### config.mk
export PLATFORM = sky130hd
export DESIGN_NAME = ps2_mouse_packet_cursor_tracker_unit
export DESIGN_NICKNAME = d
export VERILOG_FILES = /design/src/sv/ps2mct_pkg.sv /design/src/sv/ps2_mouse_packet_cursor_tracker_unit.sv
export SDC_FILE = /design/constraint.sdc
export NUM_CORES = 1
export LEC_CHECK = 0
export BUFFER_PORTS_ARGS = -buffer_cell sky130_fd_sc_hd__buf_2
export CAP_MARGIN = 10
export CORE_UTILIZATION = 54
export DETAILED_ROUTE_END_ITERATION = 7
export HOLD_SLACK_MARGIN = 0.06
export MAX_ROUTING_LAYER = met4
export PLACE_DENSITY = 0.81
export SETUP_SLACK_MARGIN = 0.15
export SLEW_MARGIN = 20
export SYNTH_ARGS = -nofsm -noshare
export SYNTH_HDL_FRONTEND = slang
export SYNTH_SLANG_ARGS = --single-unit
### constraint.sdc
create_clock -name clk -period 10.6 [get_ports clk]
set_input_delay 0 -clock clk [delete_from_list [all_inputs] [get_ports clk]]
set_output_delay 0 -clock clk [all_outputs]
set_load 0.01 [all_outputs]
### src/sv/ps2mct_pkg.sv
// Shared constants and types for the PS/2 mouse packet cursor tracker.
package ps2mct_pkg;

  localparam int IN_TDATA_W  = 16;
  localparam int POS_W       = 32;
  localparam int SIZE_W      = 16;
  localparam int OUT_FIELD_W = 2 * POS_W + 3;
  localparam int OUT_TDATA_W = ((OUT_FIELD_W + 7) / 8) * 8;
  localparam int CFG_INDEX_W = 2;

  localparam logic [CFG_INDEX_W-1:0] REG_CLAMP_ENABLE  = 2'd0;
  localparam logic [CFG_INDEX_W-1:0] REG_SCREEN_WIDTH  = 2'd1;
  localparam logic [CFG_INDEX_W-1:0] REG_SCREEN_HEIGHT = 2'd2;

  localparam logic              CLAMP_ENABLE_RST  = 1'b1;
  localparam logic [SIZE_W-1:0] SCREEN_WIDTH_RST  = 16'd1024;
  localparam logic [SIZE_W-1:0] SCREEN_HEIGHT_RST = 16'd768;

  localparam int STATUS_OBF_BIT = 0;
  localparam int STATUS_AUX_BIT = 5;
  localparam int HDR_XSIGN_BIT  = 4;
  localparam int HDR_YSIGN_BIT  = 5;
  localparam int HDR_XOVF_BIT   = 6;
  localparam int HDR_YOVF_BIT   = 7;

  localparam logic [1:0] BYTE_HEADER = 2'd0;
  localparam logic [1:0] BYTE_XDELTA = 2'd1;
  localparam logic [1:0] BYTE_YDELTA = 2'd2;

  typedef struct packed {
    logic             middle;
    logic             right;
    logic             left;
    logic [POS_W-1:0] cursor_y;
    logic [POS_W-1:0] cursor_x;
  } result_t;

endpackage

### src/sv/ps2_mouse_packet_cursor_tracker_unit.sv
// PS/2 mouse packet decoder and cursor tracker, top level.
//
// Each transfer on the s_ side carries one controller status byte and one
// data byte. Bytes whose status shows output-full and auxiliary data are
// gathered into three-byte packets. Every packet without an overflow bit
// updates the buttons and the cursor and produces one transfer on the m_
// side; all other bytes produce nothing.
// The block takes one input transfer per cycle while no result is stalled.
// A byte is registered on acceptance and processed from the input register;
// a result is registered and shown on m_tvalid. The result register frees
// up in the cycle it is taken, so results can leave back to back. While the
// receiver stalls a pending result, the next byte waits in the input
// register and s_tready drops once it is full. Configuration writes on cfg_
// are always accepted and take effect from the next packet completed; the
// user must issue them only while the block is idle; it is not enforced.
// Reset clears the packet assembly, the cursor and the buttons, empties both
// registers and loads the screen size 1024 by 768 with clamping enabled.
module ps2_mouse_packet_cursor_tracker_unit
  import ps2mct_pkg::*;
(
  input  logic                   clk,
  input  logic                   rst,
  input  logic                   s_tvalid,
  output logic                   s_tready,
  input  logic [IN_TDATA_W-1:0]  s_tdata,   // status_byte[7:0], data_byte[15:8]
  output logic                   m_tvalid,
  input  logic                   m_tready,
  output logic [OUT_TDATA_W-1:0] m_tdata,   // cursor_x[31:0], cursor_y[63:32],
                                            // left_pressed[64], right_pressed[65],
                                            // middle_pressed[66], zeros above
  input  logic                   cfg_valid,
  output logic                   cfg_ready,
  input  logic [CFG_INDEX_W-1:0] cfg_index,
  input  logic [SIZE_W-1:0]      cfg_data
);

  logic              clamp_enable;
  logic [SIZE_W-1:0] screen_width;
  logic [SIZE_W-1:0] screen_height;

  logic       in_valid;
  logic [7:0] in_status;
  logic [7:0] in_data;

  logic [1:0]       byte_position, byte_position_next;
  logic [7:0]       header_byte, header_byte_next;
  logic [7:0]       x_delta_byte, x_delta_byte_next;
  logic [POS_W-1:0] position_x, position_x_next;
  logic [POS_W-1:0] position_y, position_y_next;
  logic [2:0]       button_bits, button_bits_next;

  logic             out_valid;
  result_t          out_data;

  logic             proc;
  logic             taken;
  logic             emit;
  logic [POS_W-1:0] dx, dy, sum_x, sum_y;

  function automatic logic [POS_W-1:0] clamp_axis(input logic [POS_W-1:0] pos,
                                                  input logic [SIZE_W-1:0] size);
    logic [POS_W-1:0] limit;
    limit = (size == '0) ? '0 : POS_W'(size - SIZE_W'(1));
    if (pos[POS_W-1]) begin
      return '0;
    end else if (pos > limit) begin
      return limit;
    end
    return pos;
  endfunction

  assign cfg_ready = 1'b1;
  assign proc      = in_valid && (!out_valid || m_tready);
  assign s_tready  = !in_valid || proc;
  assign taken     = in_status[STATUS_OBF_BIT] && in_status[STATUS_AUX_BIT];

  assign dx    = {{(POS_W-8){header_byte[HDR_XSIGN_BIT]}}, x_delta_byte};
  assign dy    = {{(POS_W-8){header_byte[HDR_YSIGN_BIT]}}, in_data};
  assign sum_x = position_x + dx;
  assign sum_y = position_y - dy;

  always_comb begin
    byte_position_next = byte_position;
    header_byte_next   = header_byte;
    x_delta_byte_next  = x_delta_byte;
    position_x_next    = position_x;
    position_y_next    = position_y;
    button_bits_next   = button_bits;
    emit               = 1'b0;
    if (taken) begin
      priority if (byte_position == BYTE_XDELTA) begin
        x_delta_byte_next  = in_data;
        byte_position_next = BYTE_YDELTA;
      end else if (byte_position == BYTE_YDELTA) begin
        byte_position_next = BYTE_HEADER;
        if (!header_byte[HDR_XOVF_BIT] && !header_byte[HDR_YOVF_BIT]) begin
          emit             = 1'b1;
          button_bits_next = header_byte[2:0];
          if (clamp_enable) begin
            position_x_next = clamp_axis(sum_x, screen_width);
            position_y_next = clamp_axis(sum_y, screen_height);
          end else begin
            position_x_next = sum_x;
            position_y_next = sum_y;
          end
        end
      end else begin
        header_byte_next   = in_data;
        byte_position_next = BYTE_XDELTA;
      end
    end
  end

  always_ff @(posedge clk) begin
    if (rst) begin
      clamp_enable  <= CLAMP_ENABLE_RST;
      screen_width  <= SCREEN_WIDTH_RST;
      screen_height <= SCREEN_HEIGHT_RST;
    end else if (cfg_valid && cfg_ready) begin
      unique case (cfg_index)
        REG_CLAMP_ENABLE:  clamp_enable  <= cfg_data[0];
        REG_SCREEN_WIDTH:  screen_width  <= cfg_data;
        REG_SCREEN_HEIGHT: screen_height <= cfg_data;
        default: ;
      endcase
    end
  end

  always_ff @(posedge clk) begin
    if (rst) begin
      in_valid <= 1'b0;
    end else if (s_tready) begin
      in_valid <= s_tvalid;
    end
    if (s_tvalid && s_tready) begin
      in_status <= s_tdata[7:0];
      in_data   <= s_tdata[15:8];
    end
  end

  always_ff @(posedge clk) begin
    if (rst) begin
      byte_position <= BYTE_HEADER;
      header_byte   <= '0;
      x_delta_byte  <= '0;
      position_x    <= '0;
      position_y    <= '0;
      button_bits   <= '0;
    end else if (proc) begin
      byte_position <= byte_position_next;
      header_byte   <= header_byte_next;
      x_delta_byte  <= x_delta_byte_next;
      position_x    <= position_x_next;
      position_y    <= position_y_next;
      button_bits   <= button_bits_next;
    end
  end

  always_ff @(posedge clk) begin
    if (rst) begin
      out_valid <= 1'b0;
    end else if (proc) begin
      out_valid <= emit;
    end else if (m_tready) begin
      out_valid <= 1'b0;
    end
    if (proc && emit) begin
      out_data.cursor_x <= position_x_next;
      out_data.cursor_y <= position_y_next;
      out_data.left     <= button_bits_next[0];
      out_data.right    <= button_bits_next[1];
      out_data.middle   <= button_bits_next[2];
    end
  end

  assign m_tvalid = out_valid;
  assign m_tdata  = {{(OUT_TDATA_W-OUT_FIELD_W){1'b0}}, out_data};

endmodule

Word level (Yosys, flattened, before mapping):

Index checks and enable logic that the tools add are counted.

* eq/ne operators: 4
* reductions and logical operators: 21
* $add $sub $neg: 4
* mux-type cells: 44
* bitwise logic cells: 2
* order comparisons: 2

Operators by type and width (count)
* $mux W32: 18
* $gt A32 B32 Y1: 2
* $sub A16 B1 Y17 const B: 2
* $add A32 B32 Y32: 1
* $logic_not A16 Y1: 2
* $sub A32 B32 Y32: 1
* $mux W1: 21
* $mux W3: 4
* $reduce_and A2 Y1: 4
* $logic_and A1 B1 Y1: 5
* $eq A2 B1 Y1 const B: 2
* $eq A2 B2 Y1 const B: 2
* $logic_not A1 Y1: 4
* $reduce_and A4 Y1: 1
* $reduce_and A3 Y1: 1
* $logic_not A2 Y1: 1
* $logic_or A1 B1 Y1: 2
* $mux W2: 1
* $not A1 Y1: 2
* $reduce_bool A2 Y1: 1

* flip-flop bits (word level): 201
* logic and storage cells: 95
* input bits: 39

Longest topological paths before layout:

Gate-level depths: netlist of run 1.

* word-level depth: 16
* mapped depth: 23

Worst setup path before layout of run 1:

Ideal clock, no wire load.

* path type: flip-flop to flip-flop
* start: reg header_byte[5]
* end: reg out_data (netlist bit m_tdata[44]), data pin
* stages on the path, launching flop included: 20
* data required time: 10.340 ns
* path buffers: 1
* arrival: 4.785 ns
* path slack: 5.555 ns
* cell sequence: dfxtp_1 inv_1 ha_1 and3_1 and2_1 a311oi_1 o31ai_1 nor2b_1 or2_2 xnor2_1 ha_1 nand3_1 nor4_4 nand4_1 and4_1 a32oi_1 buf_2 mux2i_1 a21oi_1 mux2_2

* cells in the longest elaborated chain, start to end: 15
* elaborated cells on any way between the ends: 16
* those cells by class: add/sub (1); order compare (1); mux (14)

Ends and longest elaborated chain
* from (decl): line ps2_mouse_packet_cursor_tracker_unit.sv:46 `logic [7:0] header_byte, header_byte_next;`
* from (signal assigned): line ps2_mouse_packet_cursor_tracker_unit.sv:151 `header_byte <= header_byte_next;`
* $sub A32 B32 Y32 (*): line ps2_mouse_packet_cursor_tracker_unit.sv:80 `assign sum_y = position_y - dy;`
* $gt A32 B32 Y1: line ps2_mouse_packet_cursor_tracker_unit.sv:66 `end else if (pos > limit) begin`
* $mux W1: line ps2_mouse_packet_cursor_tracker_unit.sv:66
* $mux W1: line ps2_mouse_packet_cursor_tracker_unit.sv:64 `if (pos[POS_W-1]) begin`
* $mux W1: line ps2_mouse_packet_cursor_tracker_unit.sv:99 `if (clamp_enable) begin`
* $mux W1: line ps2_mouse_packet_cursor_tracker_unit.sv:96 `if (!header_byte[HDR_XOVF_BIT] && !header_byte[HDR_YOVF_BIT]) begin`
* $mux W1: line ps2_mouse_packet_cursor_tracker_unit.sv:94 `end else if (byte_position == BYTE_YDELTA) begin`
* $mux W1: line ps2_mouse_packet_cursor_tracker_unit.sv:91 `priority if (byte_position == BYTE_XDELTA) begin`
* $mux W1: line ps2_mouse_packet_cursor_tracker_unit.sv:90 `if (taken) begin`
* $mux W32: line ps2_mouse_packet_cursor_tracker_unit.sv:69 `return pos;`
* $mux W32 (*): line ps2_mouse_packet_cursor_tracker_unit.sv:99
* $mux W32 (*): line ps2_mouse_packet_cursor_tracker_unit.sv:96
* $mux W32 (*): line ps2_mouse_packet_cursor_tracker_unit.sv:94
* $mux W32 (*): line ps2_mouse_packet_cursor_tracker_unit.sv:91
* $mux W32 (*): line ps2_mouse_packet_cursor_tracker_unit.sv:90
* named net position_y_next[12]: line ps2_mouse_packet_cursor_tracker_unit.sv:49 `logic [POS_W-1:0] position_y, position_y_next;`
* to (decl): line ps2_mouse_packet_cursor_tracker_unit.sv:53 `result_t out_data;`

The timed path passes the listed nets; every way through them passes the cells marked *. The select of a mux whose other input is x is not followed.
A chain may end at the register's enable or synchronous reset.

Worst setup path after layout of run 1:

* start: reg header_byte[5]
* end: reg out_data (netlist bit m_tdata[54]), data pin

The elaborated chain is that of the path after synthesis.

==> metrics.csv, run 1 <==
metric;value;unit
grt_max_degree;93;
layout_commonest_cell;nand2_1;
start_util;0.553;
cp_slowest_stage_delay;0.64;ns
p_leak;0.00618;µW
dp_hpwl;25300;µm
slew_viol_final;0;
rr_startpoint;header_byte[5];
vias;12200;
worstHoldStart;cfg_valid;
slew_headroom;0.140;
grt_pass1_vias;11300;
cp.required;10.84;ns
syn_inst;1608;
clock_path_buffers;2;
layout_common_cells;233 x nand2_1, 172 x nor2_1, 145 x a21oi_1;
n_antenna_cell;0;
max_clock_freq;152;MHz
cp_common_cell;ha_1;
row_count;57;
path_max_fanout;23;
synth_seq_cells;196;
grt_overflow;0;
grt_pass1_wl;57000;µm
wirelength;35400;µm
status;completed;
rsz0062_at_grt;false;
nNetsFinal;1910;
final.setup.tns;0;ns
skew;0.0149;ns
final_antenna_net_count;0;
path_clk_slew;0.07;ns
syn_avg_cell_area;8.39;µm²
grt_usage;0.286;
drtIter0Drc;1052;
setup_viol;0;
antenna_found_initial;0;
cpLargestDelayFamily;simple AND/OR/NAND/NOR gates;
endpoint_kind;flop;
critPathBufInv;2;
cp-startpoint;header_byte[5];
synthArstFlopShare;0;
h-tree-depth;4;
drc_errors;0;
root_buffer;clkbuf_16;
critPathSlowestCell;inv_1;
area_delta_synth_final;12.8;%
cts_made_buffers;17;
ys_warn_count;0;
hp-class;input port to flop;
setup_ws;4.01;ns
worstSetupPathType;flop to flop;
io_pins;114;
clk_latency;0.45;ns
synth_edf_count;77;
tightest_slew;1.29;ns
die_w;160;µm
cp-start-kind;flop;
io_buffers;101;
pre_cts_ws;4.23;ns
crit_chain;inv_1 -> ha_1 -> and3_1 -> and2_1 -> a311oi_1 -> o31ai_1 -> nor2b_1 -> or2_2 -> xnor2_1 -> ha_1 -> nand3_1 -> nor4_4 -> nand4_1 -> and4_1 -> a32o_1 -> nor3_2 -> buf_4 -> a21oi_2 -> o21ai_0;
cts_tree;done;
firstDrtPassIters;5;
cts.sinks;196;
synth-main-ff-cell;dfxtp_1;
period_needed;6.59;ns
maxCapViolations;0;
arrival;6.83;ns
die_h;160;µm
synth_area;0.0135;mm²
ys_seq_area_frac;0.348;
die_area;0.0256;mm²
drive_gt1_frac;0.111;
ys_types;83;
post-cts-setup-buffers;0;
wl_per_cell;17.1;µm
cts.repair.resized;0;
min_period_over_period;0.622;
coreArea;0.0244;mm²
finalHoldViolCount;0;
vdd_drop_max;0.108;mV
p_per_area;110;mW/mm²
via_per_inst;5.90;
whs;0.236;ns
place_congestion;0.946;
[path summary, 6_finish.rpt]
check,slack [ns],end,cells past startpoint
worst max-delay path,4.01,m_tdata[54],19
worst max register to register,4.01,m_tdata[54],19
worst min register to register,0.46,button_bits[0],2
worst min-delay path,0.24,screen_height[5],4
[timing repair]
action | 4_1_cts | 5_1_grt
hold buffers | 33 | 0
endpoints found under the setup margin | 0 | 0
hold endpoints to repair | 55 | 0
[final cells by class]
cell class / instances / area, µm²
well taps: 324 / 405
clock buffers: 20 / 458
repair buffers: 146 / 948
flip-flops and latches: 196 / 4690
clock inverters: 12 / 126
inverters: 60 / 228
multi-input cells: 1316 / 8370
fillers: 2072 / 9160
[state kept, by name (all words and copies together), names as in the netlist]
| name | cells |
|---|---|
| m_tdata | 67 |
| position_x | 32 |
| position_y | 32 |
| screen_height | 16 |
| screen_width | 16 |
| in_data | 8 |
| x_delta_byte | 8 |
| header_byte | 7 |
| button_bits | 3 |
| byte_position | 2 |
| in_status | 2 |
| clamp_enable | 1 |
| in_valid | 1 |
| m_tvalid | 1 |
[metrics by stage]
| step | utilization | area, µm² | power [µW] | cells |
|---|---|---|---|---|
| after CTS | 0.623 | 15200 | 1680 | 2073 |
| after global routing | 0.624 | 15200 | 1740 | 2074 |
| after floorplan | - | 13600 | 966 | 1646 |
| after detailed placement | 0.586 | 14300 | 1020 | 2008 |
| final | 0.624 | 15200 | 1680 | 2074 |
| after global placement | 0.586 | 14300 | 1010 | 2008 |
[synthesized netlist by cell type (12+ instances only)]
| library cell | n | area, µm² |
|---|---|---|
| and2_1 | 18 | 113 |
| nor3_1 | 23 | 115 |
| edfxtp_1 | 77 | 2310 |
| clkbuf_1 | 49 | 184 |
| nor2b_1 | 13 | 81.3 |
| dfxtp_1 | 119 | 2380 |
| o21ai_0 | 110 | 551 |
| a21oi_1 | 145 | 726 |
| nor2_1 | 172 | 646 |
| nand2_1 | 233 | 875 |
| mux2i_1 | 12 | 120 |
| a21o_1 | 34 | 255 |
| o211ai_1 | 14 | 105 |
| ha_1 | 132 | 1650 |
| o21a_1 | 16 | 120 |
| nand4_1 | 24 | 150 |
| xnor2_1 | 38 | 333 |
| xor2_1 | 35 | 307 |
| a211oi_1 | 33 | 248 |
| inv_1 | 57 | 214 |
| nand3_1 | 38 | 190 |
[worst register-to-register path: stages (launching register included)]
cell and delay [ns]:
dfxtp_1 0.35, inv_1 0.64, ha_1 0.43, and3_1 0.27
and2_1 0.19, a311oi_1 0.46, o31ai_1 0.23, nor2b_1 0.20
or2_2 0.32, xnor2_1 0.16, ha_1 0.32, nand3_1 0.13
nor4_4 0.41, nand4_1 0.24, and4_1 0.28, a32o_1 0.36
nor3_2 0.62, buf_4 0.39, a21oi_2 0.11, o21ai_0 0.27
[power breakdown]
| part | total, µW | internal (µW) | switching, µW |
|---|---|---|---|
| combinational | 221 | 85.4 | 136 |
| sequential | 795 | 786 | 8.87 |
| clock | 662 | 363 | 300 |
[metal layers]
metal / share of wire / GRT usage
met5: 0 / -
met1: 0.45 / 0.376
met2: 0.46 / 0.450
met3: 0.064 / 0.0343
met4: 0.030 / 0.106
[cells by family after synthesis]
group           Yosys count  synth area share
buf+inv                 134            0.0431
simple gates            587             0.199
xor+xnor                 74            0.0486
mux                      20            0.0156
other cells               2          0.000556
fa+ha+maj               134             0.125
flops                   196             0.348
compound gates          461             0.220
Power figures use the tool's default switching activity.
==> run 2, diff against run 1 <==
--- a/config.mk
+++ b/config.mk
@@ -11,7 +11,7 @@
 export DETAILED_ROUTE_END_ITERATION = 7
 export HOLD_SLACK_MARGIN = 0.06
 export MAX_ROUTING_LAYER = met4
-export PLACE_DENSITY = 0.81
+export PLACE_DENSITY = 0.84
 export SETUP_SLACK_MARGIN = 0.15
 export SLEW_MARGIN = 20
 export SYNTH_ARGS = -nofsm -noshare
==> constraint.sdc (replaced) <==
create_clock -name clk -period 5.8 [get_ports clk]
set_input_delay 0 -clock clk [delete_from_list [all_inputs] [get_ports clk]]
set_output_delay 0 -clock clk [all_outputs]
set_load 0.01 [all_outputs]
==> run 2 against run 1 <==
  * Clock skew fell by 0.00096 ns
  * Sequential power rose by 82%
  * Critical path type unchanged
  * Die area did not move
  * Critical path depth did not move
  * Largest power group unchanged
  * Largest cell class unchanged
  * First-iteration DRC count fell by 3.1%
  * Final area rose by 0.72%
  * Non-clock buffer count rose by 8
  * Clock power rose by 81%
  * Sequential share of layout area fell by 0.20 points
==> metrics.csv, run 2 (synthesis results as in run 1) <==
metric;value;unit
max_clock_freq;186;MHz
via_per_inst;5.93;
r2r_slack;0.43;ns
dp_hpwl;25900;µm
die_w;160;µm
setup_viol;0;
regArea;0.00470;mm²
grt_max_degree;98;
n_antenna_cell;0;
maxCapViolations;0;
layout_commonest_cell;nand2_1;
p_per_area;200;mW/mm²
slew_viol_final;0;
area_delta_synth_final;13.7;%
root_buffer;clkbuf_16;
dpl_cell_area;0.0143;mm²
grt_use_met3;0.0364;
hold_end;in_status[0];
grt_usage;0.292;
die_area;0.0256;mm²
worstHoldStart;s_tdata[0];
clk_latency;0.45;ns
use_met2;0.455;
grt_pass1_vias;11500;
final_antenna_net_count;0;
h-tree-depth;4;
place_congestion;0.950;
hold_depth;2;
row_count;57;
io_pins;114;
grt_overflow;0;
coreArea;0.0244;mm²
status;completed;
clock_path_buffers;2;
cp.required;5.96;ns
die_h;160;µm
worstSetupPathType;flop to flop;
drtIter0Drc;1019;
final.setup.tns;0;ns
cp-start-kind;flop;
rsz0062_at_grt;false;
nNetsFinal;1919;
io_buffers;101;
drive_gt1_frac;0.123;
min_period_over_period;0.927;
rr_startpoint;header_byte[5];
p_leak;0.00623;µW
cts_tree;done;
fillers;2068;
firstDrtPassIters;6;
reg2regPathDepth;19;
path_max_fanout;13;
cts_made_buffers;17;
start_util;0.553;
hp-class;input port to flop;
skew;0.0139;ns
arrival;5.54;ns
tightest_slew;1.18;ns
drc_errors;0;
cts.sinks;196;
gr-usage-met1;0.382;
antenna_found_initial;0;
vias;12400;
grt_pass1_wl;58500;µm
endpoint_kind;flop;
rr_endpoint;m_tdata[40];
finalHoldViolCount;0;
path_clk_slew;0.08;ns
gr-max-usage-layer;met2;
slew_headroom;0.212;
wirelength;36500;µm
fin_area;0.0153;mm²
largest_reg_flops;67;
utilization;0.629;
layout_common_cells;233 x nand2_1, 172 x nor2_1, 145 x a21oi_1;
wl_per_cell;17.5;µm
vdd_drop_max;0.194;mV
multi_input_area;0.00843;mm²
period_needed;5.37;ns
run 2: critical path, cell delays in order, from the launching register on:
cell	delay, ns
dfxtp_2	0.42
clkinvlp_4	0.19
ha_1	0.43
and3_1	0.27
and2_1	0.21
a311oi_4	0.12
o31ai_2	0.37
nor2b_1	0.28
or2_2	0.18
o211ai_1	0.17
ha_1	0.37
nand4_2	0.17
nor4_4	0.39
nand4_1	0.23
and4_1	0.27
a32oi_1	0.16
buf_4	0.25
mux2_2	0.35
o21ai_0	0.11
o21ai_0	0.12
run 2: power by group:
group | internal (µW) | total [µW] | switching (µW)
Clock | 598 | 1200 | 599
Combinational | 162 | 417 | 255
Sequential | 1440 | 1450 | 17.1
run 2: through the flow:
stage	std cells	setup WS, ns	power [µW]	hold WS [ns]
after floorplan	1646	0.755	1760	0.0989
after global placement	2016	0.488	1850	0.197
after detailed placement	2016	0.392	1860	0.194
after CTS	2081	0.343	3050	0.264
after global routing	2083	0.137	3170	0.278
final	2083	0.426	3070	0.288
run 2: what timing repair did:
action / 4_1_cts / 5_1_grt
resized for setup: 0 / 17
hold buffers: 33 / 0
setup buffers: 0 / 1
hold endpoints to repair: 52 / 0
setup endpoints to repair: 0 / 107
run 2: cell type report:
class,count,share of cell area
Clock inverter,14,0.00832
Inverter,60,0.0151
Sequential cell,196,0.306
Timing Repair inverter,1,0.000326
Clock buffer,18,0.0294
Timing Repair Buffer,154,0.0647
Multi-Input combinational cell,1316,0.550
Tap cell,324,0.0264
run 2: per-layer routing:
metal | vias up | wire, µm
met4 | 0 | 1250
met2 | 445 | 16700
met1 | 5772 | 16300
li1 | 6045 | -
met5 | - | 0
met3 | 98 | 2230
run 2: worst max path at each step:
stage	from	endpoint	slack (ns)	cells after the start
3_5_place_dp	in_data[0]	m_tdata[40]	0.39	20
3_3_place_gp	header_byte[4]	m_tdata[27]	0.49	19
2_1_floorplan	header_byte[5]	m_tdata[44]	0.76	19
6_report	header_byte[5]	m_tdata[40]	0.43	19
4_1_cts	header_byte[4]	m_tdata[20]	0.34	19
5_1_grt	header_byte[5]	m_tdata[44]	0.14	19
